<file path="config.mk">
export PLATFORM = sky130hd
export DESIGN_NAME = ethernet_flow_tuple_extractor_core_flat
export DESIGN_NICKNAME = d
export VERILOG_FILES = /design/src/sv/eftx_pkg.sv /design/src/sv/eftx_in_if.sv /design/src/sv/eftx_out_if.sv /design/src/sv/ethernet_flow_tuple_extractor_core.sv /design/src/sv/eftx_front.sv /design/src/sv/eftx_queue.sv /design/src/sv/eftx_back.sv /design/src/flat_wrapper.sv
export SDC_FILE = /design/constraint.sdc
export NUM_CORES = 2
export LEC_CHECK = 0
export BUFFER_PORTS_ARGS = -buffer_cell sky130_fd_sc_hd__buf_2
export CAP_MARGIN = 10
export CORE_MARGIN = 8
export CORE_UTILIZATION = 60
export CTS_BUF_LIST = sky130_fd_sc_hd__clkbuf_8 sky130_fd_sc_hd__clkbuf_16
export DETAILED_ROUTE_END_ITERATION = 10
export PLACE_DENSITY = 0.78
export SYNTH_ARGS = -nofsm -noshare
export SYNTH_HDL_FRONTEND = slang
export SYNTH_SLANG_ARGS = --single-unit
</file>
<file path="constraint.sdc">
create_clock -name clk -period 33.8 [get_ports clk]
set_clock_uncertainty 0.05 [all_clocks]
set_input_delay 6.76 -clock clk [delete_from_list [all_inputs] [get_ports clk]]
set_output_delay 6.76 -clock clk [all_outputs]
set_load 0.02 [all_outputs]
</file>
<file path="src/sv/eftx_pkg.sv">
// shared types and constants for the ethernet flow tuple extractor
package eftx_pkg;

  localparam int ETH_HDR_BYTES = 14;
  localparam int STORE_DEPTH   = 58;
  localparam int IDX_W         = $clog2(STORE_DEPTH);
  localparam int IP4_HDR_BYTES = 20;
  localparam int IP6_HDR_BYTES = 40;
  localparam int TCP_HDR_BYTES = 20;
  localparam int UDP_HDR_BYTES = 8;

  localparam logic [15:0] ETYPE_IPV4 = 16'h0800;
  localparam logic [15:0] ETYPE_IPV6 = 16'h86DD;
  localparam logic [7:0]  PROTO_TCP  = 8'd6;
  localparam logic [7:0]  PROTO_UDP  = 8'd17;

  typedef enum logic [2:0] {
    ST_ACCEPTED   = 3'd0,
    ST_SHORT      = 3'd1,
    ST_ETHERTYPE  = 3'd2,
    ST_PROTOCOL   = 3'd3,
    ST_TRUNCATED  = 3'd4,
    ST_NO_PAYLOAD = 3'd5
  } status_t;

  typedef enum logic [1:0] {
    FLOW_V4_TCP = 2'd0,
    FLOW_V4_UDP = 2'd1,
    FLOW_V6_TCP = 2'd2,
    FLOW_V6_UDP = 2'd3
  } flow_t;

  typedef logic [STORE_DEPTH-1:0][7:0] hdr_t;

  // one finished frame, handed from the front to the back
  typedef struct packed {
    hdr_t        hdr;
    logic        short_frame;
    logic [15:0] wire_length;
  } frame_rec_t;

  typedef struct packed {
    status_t     status;
    flow_t       flow_type;
    logic [47:0] dest_mac;
    logic [47:0] source_mac;
    logic [63:0] source_ip_high;
    logic [63:0] source_ip_low;
    logic [63:0] dest_ip_high;
    logic [63:0] dest_ip_low;
    logic [15:0] source_port;
    logic [15:0] dest_port;
    logic [15:0] app_payload_length;
    logic [15:0] frame_wire_length;
  } result_t;

endpackage

</file>
<file path="src/sv/eftx_in_if.sv">
// request channel carrying frame bytes
interface eftx_in_if;
  logic        valid;
  logic        ready;
  logic [7:0]  data_byte;
  logic        last_byte;
  logic [15:0] wire_length;

  modport source (output valid, output data_byte, output last_byte, output wire_length,
                  input ready);
  modport sink   (input valid, input data_byte, input last_byte, input wire_length,
                  output ready);
endinterface

</file>
<file path="src/sv/eftx_out_if.sv">
// result channel carrying one verdict per frame
interface eftx_out_if;
  logic        valid;
  logic        ready;
  logic [2:0]  status;
  logic [1:0]  flow_type;
  logic [47:0] dest_mac;
  logic [47:0] source_mac;
  logic [63:0] source_ip_high;
  logic [63:0] source_ip_low;
  logic [63:0] dest_ip_high;
  logic [63:0] dest_ip_low;
  logic [15:0] source_port;
  logic [15:0] dest_port;
  logic [15:0] app_payload_length;
  logic [15:0] frame_wire_length;

  modport source (output valid, output status, output flow_type, output dest_mac,
                  output source_mac, output source_ip_high, output source_ip_low,
                  output dest_ip_high, output dest_ip_low, output source_port,
                  output dest_port, output app_payload_length, output frame_wire_length,
                  input ready);
  modport sink   (input valid, input status, input flow_type, input dest_mac,
                  input source_mac, input source_ip_high, input source_ip_low,
                  input dest_ip_high, input dest_ip_low, input source_port,
                  input dest_port, input app_payload_length, input frame_wire_length,
                  output ready);
endinterface

</file>
<file path="src/sv/ethernet_flow_tuple_extractor_core.sv">
// Ethernet flow tuple extractor: one verdict and flow tuple per captured frame.
// in_if carries one frame byte per request, with last_byte on the final byte and
// the wire length sampled on the first byte. in_if.ready stays high as long as the
// two-record frame queue has room, so bytes stream in at one per cycle.
// out_if carries one result per frame: status, flow type, MACs, IP addresses,
// ports, payload length and the wire length. A result request is offered once the
// frame record has passed the queue write and then the verdict register; it waits
// in the queue while an earlier result is still stalled.
// Throughput is one byte per cycle and up to one frame per cycle while the queue
// has room; the output register and the queue let a new frame finish while a
// result still waits. When out_if.ready is low the result holds; up to two further
// finished frames wait in the queue, then in_if.ready drops until one is taken.
// Reset (rst_n low, synchronous) empties the queue, drops any result and clears
// the byte count and captured-byte marks; header bytes not yet captured read as zero.
module ethernet_flow_tuple_extractor_core
  import eftx_pkg::*;
#(
  parameter int MAX_FRAME_BYTES = 65535
) (
  input  logic       clk,
  input  logic       rst_n,
  eftx_in_if.sink    in_if,
  eftx_out_if.source out_if
);

  logic       rec_push;
  frame_rec_t rec;
  logic       q_full;
  logic       q_pop;
  logic       head_valid;
  frame_rec_t head_rec;

  eftx_front #(
    .MAX_FRAME_BYTES(MAX_FRAME_BYTES)
  ) u_front (
    .clk      (clk),
    .rst_n    (rst_n),
    .in_if    (in_if),
    .q_full   (q_full),
    .rec_push (rec_push),
    .rec      (rec)
  );

  eftx_queue u_queue (
    .clk        (clk),
    .rst_n      (rst_n),
    .push       (rec_push),
    .push_rec   (rec),
    .full       (q_full),
    .pop        (q_pop),
    .head_valid (head_valid),
    .head_rec   (head_rec)
  );

  eftx_back u_back (
    .clk        (clk),
    .rst_n      (rst_n),
    .head_valid (head_valid),
    .head_rec   (head_rec),
    .pop        (q_pop),
    .out_if     (out_if)
  );

endmodule

</file>
<file path="src/sv/eftx_front.sv">
// byte capture: header store, byte count and frame record hand-off
module eftx_front
  import eftx_pkg::*;
#(
  parameter int MAX_FRAME_BYTES = 65535
) (
  input  logic       clk,
  input  logic       rst_n,
  eftx_in_if.sink    in_if,
  input  logic       q_full,
  output logic       rec_push,
  output frame_rec_t rec
);

  localparam int CNT_W = $clog2(MAX_FRAME_BYTES + 1);

  logic [CNT_W-1:0]            count_r;
  logic [15:0]                 wire_r;
  hdr_t                        store_r;
  logic [STORE_DEPTH-1:0]      vld_r;
  logic                        accept;
  logic                        wr_en;
  logic [IDX_W-1:0]            wr_idx;
  hdr_t                        cur_hdr;

  assign in_if.ready = !q_full;
  assign accept      = in_if.valid && in_if.ready;
  assign wr_en       = accept && (count_r < CNT_W'(STORE_DEPTH));
  assign wr_idx      = count_r[IDX_W-1:0];

  // header as it stands after this byte; bytes not captured this frame read as zero
  always_comb begin
    for (int k = 0; k < STORE_DEPTH; k++) begin
      if (wr_en && (wr_idx == IDX_W'(k))) begin
        cur_hdr[k] = in_if.data_byte;
      end else if (vld_r[k]) begin
        cur_hdr[k] = store_r[k];
      end else begin
        cur_hdr[k] = 8'h00;
      end
    end
  end

  assign rec_push        = accept && in_if.last_byte;
  assign rec.hdr         = cur_hdr;
  assign rec.short_frame = count_r < CNT_W'(ETH_HDR_BYTES - 1);
  assign rec.wire_length = (count_r == '0) ? in_if.wire_length : wire_r;

  always_ff @(posedge clk) begin
    if (!rst_n) begin
      count_r <= '0;
      wire_r  <= '0;
      vld_r   <= '0;
    end else if (accept) begin
      if (count_r == '0) begin
        wire_r <= in_if.wire_length;
      end
      if (in_if.last_byte) begin
        count_r <= '0;
        vld_r   <= '0;
      end else begin
        if (count_r < CNT_W'(MAX_FRAME_BYTES)) begin
          count_r <= count_r + 1'b1;
        end
        if (wr_en) begin
          vld_r[wr_idx] <= 1'b1;
        end
      end
    end
  end

  always_ff @(posedge clk) begin
    if (wr_en) begin
      store_r[wr_idx] <= in_if.data_byte;
    end
  end

endmodule

</file>
<file path="src/sv/eftx_queue.sv">
// two-entry queue of frame records between capture and verdict
module eftx_queue
  import eftx_pkg::*;
(
  input  logic       clk,
  input  logic       rst_n,
  input  logic       push,
  input  frame_rec_t push_rec,
  output logic       full,
  input  logic       pop,
  output logic       head_valid,
  output frame_rec_t head_rec
);

  localparam int DEPTH = 2;
  localparam int PTR_W = $clog2(DEPTH);
  localparam int CNT_W = $clog2(DEPTH + 1);

  frame_rec_t        mem_r [DEPTH];
  logic [PTR_W-1:0]  wr_ptr_r;
  logic [PTR_W-1:0]  rd_ptr_r;
  logic [CNT_W-1:0]  cnt_r;
  logic              do_push;
  logic              do_pop;

  assign full       = cnt_r == CNT_W'(DEPTH);
  assign head_valid = cnt_r != '0;
  assign head_rec   = mem_r[rd_ptr_r];
  assign do_push    = push && !full;
  assign do_pop     = pop && head_valid;

  always_ff @(posedge clk) begin
    if (!rst_n) begin
      wr_ptr_r <= '0;
      rd_ptr_r <= '0;
      cnt_r    <= '0;
    end else begin
      if (do_push) begin
        wr_ptr_r <= (wr_ptr_r == PTR_W'(DEPTH - 1)) ? '0 : wr_ptr_r + 1'b1;
      end
      if (do_pop) begin
        rd_ptr_r <= (rd_ptr_r == PTR_W'(DEPTH - 1)) ? '0 : rd_ptr_r + 1'b1;
      end
      if (do_push && !do_pop) begin
        cnt_r <= cnt_r + 1'b1;
      end else if (do_pop && !do_push) begin
        cnt_r <= cnt_r - 1'b1;
      end
    end
  end

  always_ff @(posedge clk) begin
    if (do_push) begin
      mem_r[wr_ptr_r] <= push_rec;
    end
  end

endmodule

</file>
<file path="src/sv/eftx_back.sv">
// verdict and field extraction with registered result output
module eftx_back
  import eftx_pkg::*;
(
  input  logic       clk,
  input  logic       rst_n,
  input  logic       head_valid,
  input  frame_rec_t head_rec,
  output logic       pop,
  eftx_out_if.source out_if
);

  logic                valid_r;
  result_t             res_r;
  result_t             res_nxt;
  logic                load;
  logic [15:0]         ethertype;
  logic                is_v4;
  logic                is_v6;
  logic [7:0]          proto;
  logic                is_tcp;
  logic                is_udp;
  logic signed [17:0]  rem;
  logic signed [17:0]  app;
  logic                trunc;
  logic [15:0]         ip_len;

  // big-endian read of n bytes starting at off
  function automatic logic [63:0] rd_be(input hdr_t h, input int off, input int n);
    logic [63:0]      v;
    logic [IDX_W-1:0] k;
    v = '0;
    for (int i = 0; i < n; i++) begin
      k = IDX_W'(off + i);
      v = {v[55:0], h[k]};
    end
    return v;
  endfunction

  assign load = head_valid && (!valid_r || out_if.ready);
  assign pop  = load;

  always_comb begin
    ethertype = 16'(rd_be(head_rec.hdr, 12, 2));
    is_v4     = ethertype == ETYPE_IPV4;
    is_v6     = ethertype == ETYPE_IPV6;
    proto     = is_v6 ? head_rec.hdr[ETH_HDR_BYTES + 6] : head_rec.hdr[ETH_HDR_BYTES + 9];
    is_tcp    = proto == PROTO_TCP;
    is_udp    = proto == PROTO_UDP;
    // ipv6 payload length or ipv4 total length
    ip_len    = is_v6 ? 16'(rd_be(head_rec.hdr, ETH_HDR_BYTES + 4, 2))
                      : 16'(rd_be(head_rec.hdr, ETH_HDR_BYTES + 2, 2));
    rem       = $signed({2'b00, head_rec.wire_length})
              - (is_v6 ? 18'sd54 : 18'sd34);
    trunc     = is_v6 ? (rem < $signed({2'b00, ip_len}))
                      : ((rem + 18'sd20) < $signed({2'b00, ip_len}));
    app       = rem - (is_tcp ? 18'sd20 : 18'sd8);
  end

  always_comb begin
    res_nxt                   = '0;
    res_nxt.status            = ST_ACCEPTED;
    res_nxt.frame_wire_length = head_rec.wire_length;
    if (head_rec.short_frame) begin
      res_nxt.status = ST_SHORT;
    end else if (!is_v4 && !is_v6) begin
      res_nxt.status = ST_ETHERTYPE;
    end else if (rem <= 18'sd0) begin
      res_nxt.status = ST_NO_PAYLOAD;
    end else if (trunc) begin
      res_nxt.status = ST_TRUNCATED;
    end else if (!is_tcp && !is_udp) begin
      res_nxt.status = ST_PROTOCOL;
    end else if (app <= 18'sd0) begin
      res_nxt.status = ST_NO_PAYLOAD;
    end else begin
      res_nxt.flow_type          = flow_t'({is_v6, is_udp});
      res_nxt.dest_mac           = 48'(rd_be(head_rec.hdr, 0, 6));
      res_nxt.source_mac         = 48'(rd_be(head_rec.hdr, 6, 6));
      res_nxt.app_payload_length = app[15:0];
      if (is_v6) begin
        res_nxt.source_ip_high = rd_be(head_rec.hdr, 22, 8);
        res_nxt.source_ip_low  = rd_be(head_rec.hdr, 30, 8);
        res_nxt.dest_ip_high   = rd_be(head_rec.hdr, 38, 8);
        res_nxt.dest_ip_low    = rd_be(head_rec.hdr, 46, 8);
        res_nxt.source_port    = 16'(rd_be(head_rec.hdr, 54, 2));
        res_nxt.dest_port      = 16'(rd_be(head_rec.hdr, 56, 2));
      end else begin
        res_nxt.source_ip_low  = rd_be(head_rec.hdr, 26, 4);
        res_nxt.dest_ip_low    = rd_be(head_rec.hdr, 30, 4);
        res_nxt.source_port    = 16'(rd_be(head_rec.hdr, 34, 2));
        res_nxt.dest_port      = 16'(rd_be(head_rec.hdr, 36, 2));
      end
    end
  end

  always_ff @(posedge clk) begin
    if (!rst_n) begin
      valid_r <= 1'b0;
    end else if (load) begin
      valid_r <= 1'b1;
    end else if (out_if.ready) begin
      valid_r <= 1'b0;
    end
  end

  always_ff @(posedge clk) begin
    if (load) begin
      res_r <= res_nxt;
    end
  end

  assign out_if.valid              = valid_r;
  assign out_if.status             = res_r.status;
  assign out_if.flow_type          = res_r.flow_type;
  assign out_if.dest_mac           = res_r.dest_mac;
  assign out_if.source_mac         = res_r.source_mac;
  assign out_if.source_ip_high     = res_r.source_ip_high;
  assign out_if.source_ip_low      = res_r.source_ip_low;
  assign out_if.dest_ip_high       = res_r.dest_ip_high;
  assign out_if.dest_ip_low        = res_r.dest_ip_low;
  assign out_if.source_port        = res_r.source_port;
  assign out_if.dest_port          = res_r.dest_port;
  assign out_if.app_payload_length = res_r.app_payload_length;
  assign out_if.frame_wire_length  = res_r.frame_wire_length;

endmodule

</file>
<file path="src/flat_wrapper.sv">
// flat-port wrapper written by rule: the top's interface ports become plain ports
module ethernet_flow_tuple_extractor_core_flat import eftx_pkg::*;
#(
  parameter int MAX_FRAME_BYTES = 65535
)
  (clk, rst_n, in_if_valid, in_if_data_byte, in_if_last_byte, in_if_wire_length, in_if_ready, out_if_valid, out_if_status, out_if_flow_type, out_if_dest_mac, out_if_source_mac, out_if_source_ip_high, out_if_source_ip_low, out_if_dest_ip_high, out_if_dest_ip_low, out_if_source_port, out_if_dest_port, out_if_app_payload_length, out_if_frame_wire_length, out_if_ready);
  eftx_in_if in_if_i ();
  eftx_out_if out_if_i ();
  input  logic clk;
  input  logic rst_n;
  input wire logic [$bits(in_if_i.valid)-1:0] in_if_valid;
  input wire logic [$bits(in_if_i.data_byte)-1:0] in_if_data_byte;
  input wire logic [$bits(in_if_i.last_byte)-1:0] in_if_last_byte;
  input wire logic [$bits(in_if_i.wire_length)-1:0] in_if_wire_length;
  output wire logic [$bits(in_if_i.ready)-1:0] in_if_ready;
  output wire logic [$bits(out_if_i.valid)-1:0] out_if_valid;
  output wire logic [$bits(out_if_i.status)-1:0] out_if_status;
  output wire logic [$bits(out_if_i.flow_type)-1:0] out_if_flow_type;
  output wire logic [$bits(out_if_i.dest_mac)-1:0] out_if_dest_mac;
  output wire logic [$bits(out_if_i.source_mac)-1:0] out_if_source_mac;
  output wire logic [$bits(out_if_i.source_ip_high)-1:0] out_if_source_ip_high;
  output wire logic [$bits(out_if_i.source_ip_low)-1:0] out_if_source_ip_low;
  output wire logic [$bits(out_if_i.dest_ip_high)-1:0] out_if_dest_ip_high;
  output wire logic [$bits(out_if_i.dest_ip_low)-1:0] out_if_dest_ip_low;
  output wire logic [$bits(out_if_i.source_port)-1:0] out_if_source_port;
  output wire logic [$bits(out_if_i.dest_port)-1:0] out_if_dest_port;
  output wire logic [$bits(out_if_i.app_payload_length)-1:0] out_if_app_payload_length;
  output wire logic [$bits(out_if_i.frame_wire_length)-1:0] out_if_frame_wire_length;
  input wire logic [$bits(out_if_i.ready)-1:0] out_if_ready;
  assign in_if_i.valid = in_if_valid;
  assign in_if_i.data_byte = in_if_data_byte;
  assign in_if_i.last_byte = in_if_last_byte;
  assign in_if_i.wire_length = in_if_wire_length;
  assign in_if_ready = in_if_i.ready;
  assign out_if_valid = out_if_i.valid;
  assign out_if_status = out_if_i.status;
  assign out_if_flow_type = out_if_i.flow_type;
  assign out_if_dest_mac = out_if_i.dest_mac;
  assign out_if_source_mac = out_if_i.source_mac;
  assign out_if_source_ip_high = out_if_i.source_ip_high;
  assign out_if_source_ip_low = out_if_i.source_ip_low;
  assign out_if_dest_ip_high = out_if_i.dest_ip_high;
  assign out_if_dest_ip_low = out_if_i.dest_ip_low;
  assign out_if_source_port = out_if_i.source_port;
  assign out_if_dest_port = out_if_i.dest_port;
  assign out_if_app_payload_length = out_if_i.app_payload_length;
  assign out_if_frame_wire_length = out_if_i.frame_wire_length;
  assign out_if_i.ready = out_if_ready;
  ethernet_flow_tuple_extractor_core #(.MAX_FRAME_BYTES(MAX_FRAME_BYTES)) u_core (.clk(clk), .rst_n(rst_n), .in_if(in_if_i), .out_if(out_if_i));
endmodule
</file>
==> reports/summary.md <==
The run gives 109800 um as the post-DP HPWL. Clock-pin slew was measured on the worst setup and hold paths at 60 ps. Synthesis instantiated 70 different standard cells from the library.

The detailed-route wire length per cell is 24.49 um, and the proportion of synthesized flip-flops having asynchronous set or reset is 0. The first TritonRoute pass finished after 6 iterations. The run gives 0 as the count of pins over their slew limit.

TritonCTS built the clock tree. The number of warnings reported in the yosys synthesis log was 0. sky130_fd_sc_hd__edfxtp_1 takes more of the synthesized area than any other cell. The initial cell density of the core is 0.6047. The total overflow left after global routing is 0. Clock latency on the worst-skew pair, taken at its later pin, is 790 ps.

The y dimension of the die was 366.2 um; the detailed-route vias per instance was 5.960. The area of placed instances is 77170 um2, and the number of stages on the worst hold path is 2. After synthesis the cells add up to 73600 um2.

For the total clock buffers created by CTS, the log shows 177. The tools report the type of element launching the critical path as an input pin. The sum of negative setup slack was 0 ps; the number of clock sinks was 1868. The number of global-route vias before repair is 42690. VDD sags by at most 0.08090 mV. Synthesis produced a netlist with a net count of 5241. Post-CTS repair changed the size of 0 cells. The final weighted congestion in routability-driven placement was 0.8711. The number of filler cells placed in the layout is 8056.

Launch instance of the worst min-delay path: u_core.u_front.count_r[9]. Along the worst path, the maximum fanout reaches 74. The H-tree generated during clock tree synthesis spans 4 levels. The logs give 27.89 nW for the static leakage and 17100 um2 for the area taken by multi-input logic gates.

The run gives 0.2596 as the overall routing resource usage. For the number of antenna violations at the first check in global routing, the log shows 6. The proportion of netlist area held by the largest area contributor is 0.7242.

Worst min-delay path category: flip-flop to flip-flop. The run gives 22760 ps as the post-placement worst setup slack. Setup violations remaining at the end of the flow were counted as 0. For the largest net degree at the start of global routing, the log shows 181.

The tools report the hold violation total from the final report as 0. The run gives 0.7495 as the proportion of synthesized chip area in sequential cells. At the worst endpoint, the arrival time is 10650 ps.

For the worst flop-to-flop path, the logic depth is 26. The global-route wire length before repair is 265400 um. For the maximum clock frequency, the log shows 0.09712 GHz. Transition time at the pin with the least slew margin: 1217 ps. The worst setup path is captured at a flip-flop.

Synthesis produced 5168 cells. The critical path is of the input pin to flip-flop type. The floorplan step defined a die boundary enclosing 134100 um2. For this run, the leading register cell type out of synthesis is sky130_fd_sc_hd__edfxtp_1. The logs give 82810 um2 for the post-route cell area and 43580 for the via count. The run finished with clean final reports.

The clock root buffer was sky130_fd_sc_hd__clkbuf_16. The core region is 121700 um2. The floorplan has 128 rows. The tools report the total area of sequential cells as 55170 um2.

The power density over the cells works out to 72.96 nW/um2. Ranked by total cell area, the synthesized netlist is headed by sky130_fd_sc_hd__edfxtp_1 (72%), sky130_fd_sc_hd__nand2_1 (4.8%), sky130_fd_sc_hd__mux2i_1 (4.7%). The clock period could shrink to 10300 ps.

After synthesis the netlist holds a flip-flop and latch count of 1868. Setup slack closes at 23500 ps. From left edge to right edge, the die measures 366.2 um.

The tools report the number of antenna-violating nets in the routed design as 0. After clock tree synthesis, the flow added hold-fix buffers numbering 0. The headroom to the max-slew limit was 0.1857; the final routed wirelength across all metal layers was 179100 um. The most common library cell in the layout ignoring fill and taps was sky130_fd_sc_hd__edfxtp_1. The tools report the capture endpoint of the worst hold path as u_core.u_front.count_r[9]. Leaving out fill and tap cells, the most frequent cells in the layout are sky130_fd_sc_hd__edfxtp_1 (1775), sky130_fd_sc_hd__nand2_1 (931), sky130_fd_sc_hd__nor2_1 (514). Port buffering added 451 buffers. End of the worst register-to-register path: u_core.u_back.out_if.source_ip_low[33]. Data on the critical path is required at its endpoint by 34150 ps. The final period utilization is 0.3046, and the area growth from synthesis to layout is 12.50%. The run gives 3 as the largest buffer count on any clock path. Setup repair after global routing left no endpoint under its margin.

For this run, design rule violations remaining after detail routing come to 0. The number of top-level pins came out at 452. The logs give 5618 for the net total in the final layout and 24550 ps for the flop-to-flop setup slack. The number of setup buffers added after CTS is 0. The first routing iteration left 4890 violations. The proportion of layout cells with a drive suffix above 1 is 0.1502, and the max capacitance violation total is 0. The number of flops mapped to enable cells by yosys was 1775; the synthesized area per cell was 14.24 um2.
report_power, final:
part | switching, W | leakage (nW) | internal (W) | total (W)
logic | 0.000832 | 7.30 | 0.000369 | 0.00120
clock network | 0.000823 | 2.93 | 0.00109 | 0.00191
registers | 0.0000826 | 17.7 | 0.00285 | 0.00293
total | 0.00174 | 27.9 | 0.00430 | 0.00604
worst max-delay path, cell delays in order:
cell and delay [ps]:
sky130_fd_sc_hd__buf_2 80, sky130_fd_sc_hd__nor2b_1 70, sky130_fd_sc_hd__nor2_4 490, sky130_fd_sc_hd__buf_4 770, sky130_fd_sc_hd__buf_4 610, sky130_fd_sc_hd__buf_4 770, sky130_fd_sc_hd__buf_4 830
how the worst max path moves through the flow:
stage	start	to	slack, ps	depth (start not counted)
global placement	out_if_ready	u_core.u_back.out_if.source_mac[36]	22870	7
detailed placement	out_if_ready	u_core.u_back.out_if.source_mac[32]	22760	7
finish	out_if_ready	u_core.u_back.out_if.dest_mac[42]	23500	7
CTS	out_if_ready	u_core.u_back.out_if.dest_mac[46]	23590	7
floorplan	in_if_valid	u_core.u_queue.wr_ptr_r	5880	5
global route	out_if_ready	u_core.u_back.out_if.source_mac[32]	23310	7
area by class of cell:
cell class	count	area share
Tap cell	1625	0.02455
Antenna cell	1	0.00003022
Multi-Input combinational cell	2947	0.2065
Clock buffer	190	0.05633
Clock inverter	131	0.01142
Sequential cell	1868	0.6662
Inverter	48	0.002176
Timing Repair Buffer	503	0.03276
per-stage QoR:
stage	instances	power, W	hold WS [ps]	utilization
after global routing	7312	0.006251	486.6	0.6803
final	7313	0.006042	456.4	0.6803
after global placement	6989	0.004159	420.1	0.6340
after CTS	7310	0.006069	451.4	0.6801
after detailed placement	6989	0.004179	440.7	0.6340
after floorplan	5168	0.003992	411.3	-
flip-flops by register name, summed over array words and instances (netlist names), 55 cells and up, named ones only:
| register | flops |
|---|---|
| u_core.u_queue.mem_r | 914 |
| u_core.u_front.store_r | 440 |
| u_core.u_back.out_if.dest_ip_high | 64 |
| u_core.u_back.out_if.dest_ip_low | 64 |
| u_core.u_back.out_if.source_ip_high | 64 |
| u_core.u_back.out_if.source_ip_low | 64 |
| u_core.u_front.vld_r | 55 |
Yosys cell counts (all sizes together), types with 4 or more instances:
cell type and count:
o22ai 4, nand2 932, nor3 25, nand2b 7, or3 10, and3 9, o21ai 454, or2 7
nor4 20, inv 48, nor2b 97, a211oi 101, a21o 12, xnor2 32, a31oi 6, mux2i 347
nor4bb 4, and2 43, mux4 48, nand3 27, a22oi 4, clkbuf 209, o21a 4, edfxtp 1775
buf 96, and3b 4, ha 42, a21boi 4, nor2 521, nand4 16, nor3b 4, mux2 22
dfxtp 93, a21oi 84, or4 4, xor2 14
metal layers:
metal	global-route usage	wire [um]
met1	0.3426	68430
met2	0.4329	87660
met3	0.04997	16470
met4	0.09521	6562
met5	0	0
logic make-up after synthesis:
kind of cell | after synthesis | synth area share
DFF | 1868 | 0.7495
buffers and inverters | 353 | 0.01958
and+or+nand+nor | 1737 | 0.09812
AOI/OAI and AO/OA | 703 | 0.05443
xor gates and xnor gates | 46 | 0.005474
adders and majority gates | 44 | 0.007684
muxes | 417 | 0.06524
No activity file was read; power rests on OpenSTA's default activity.
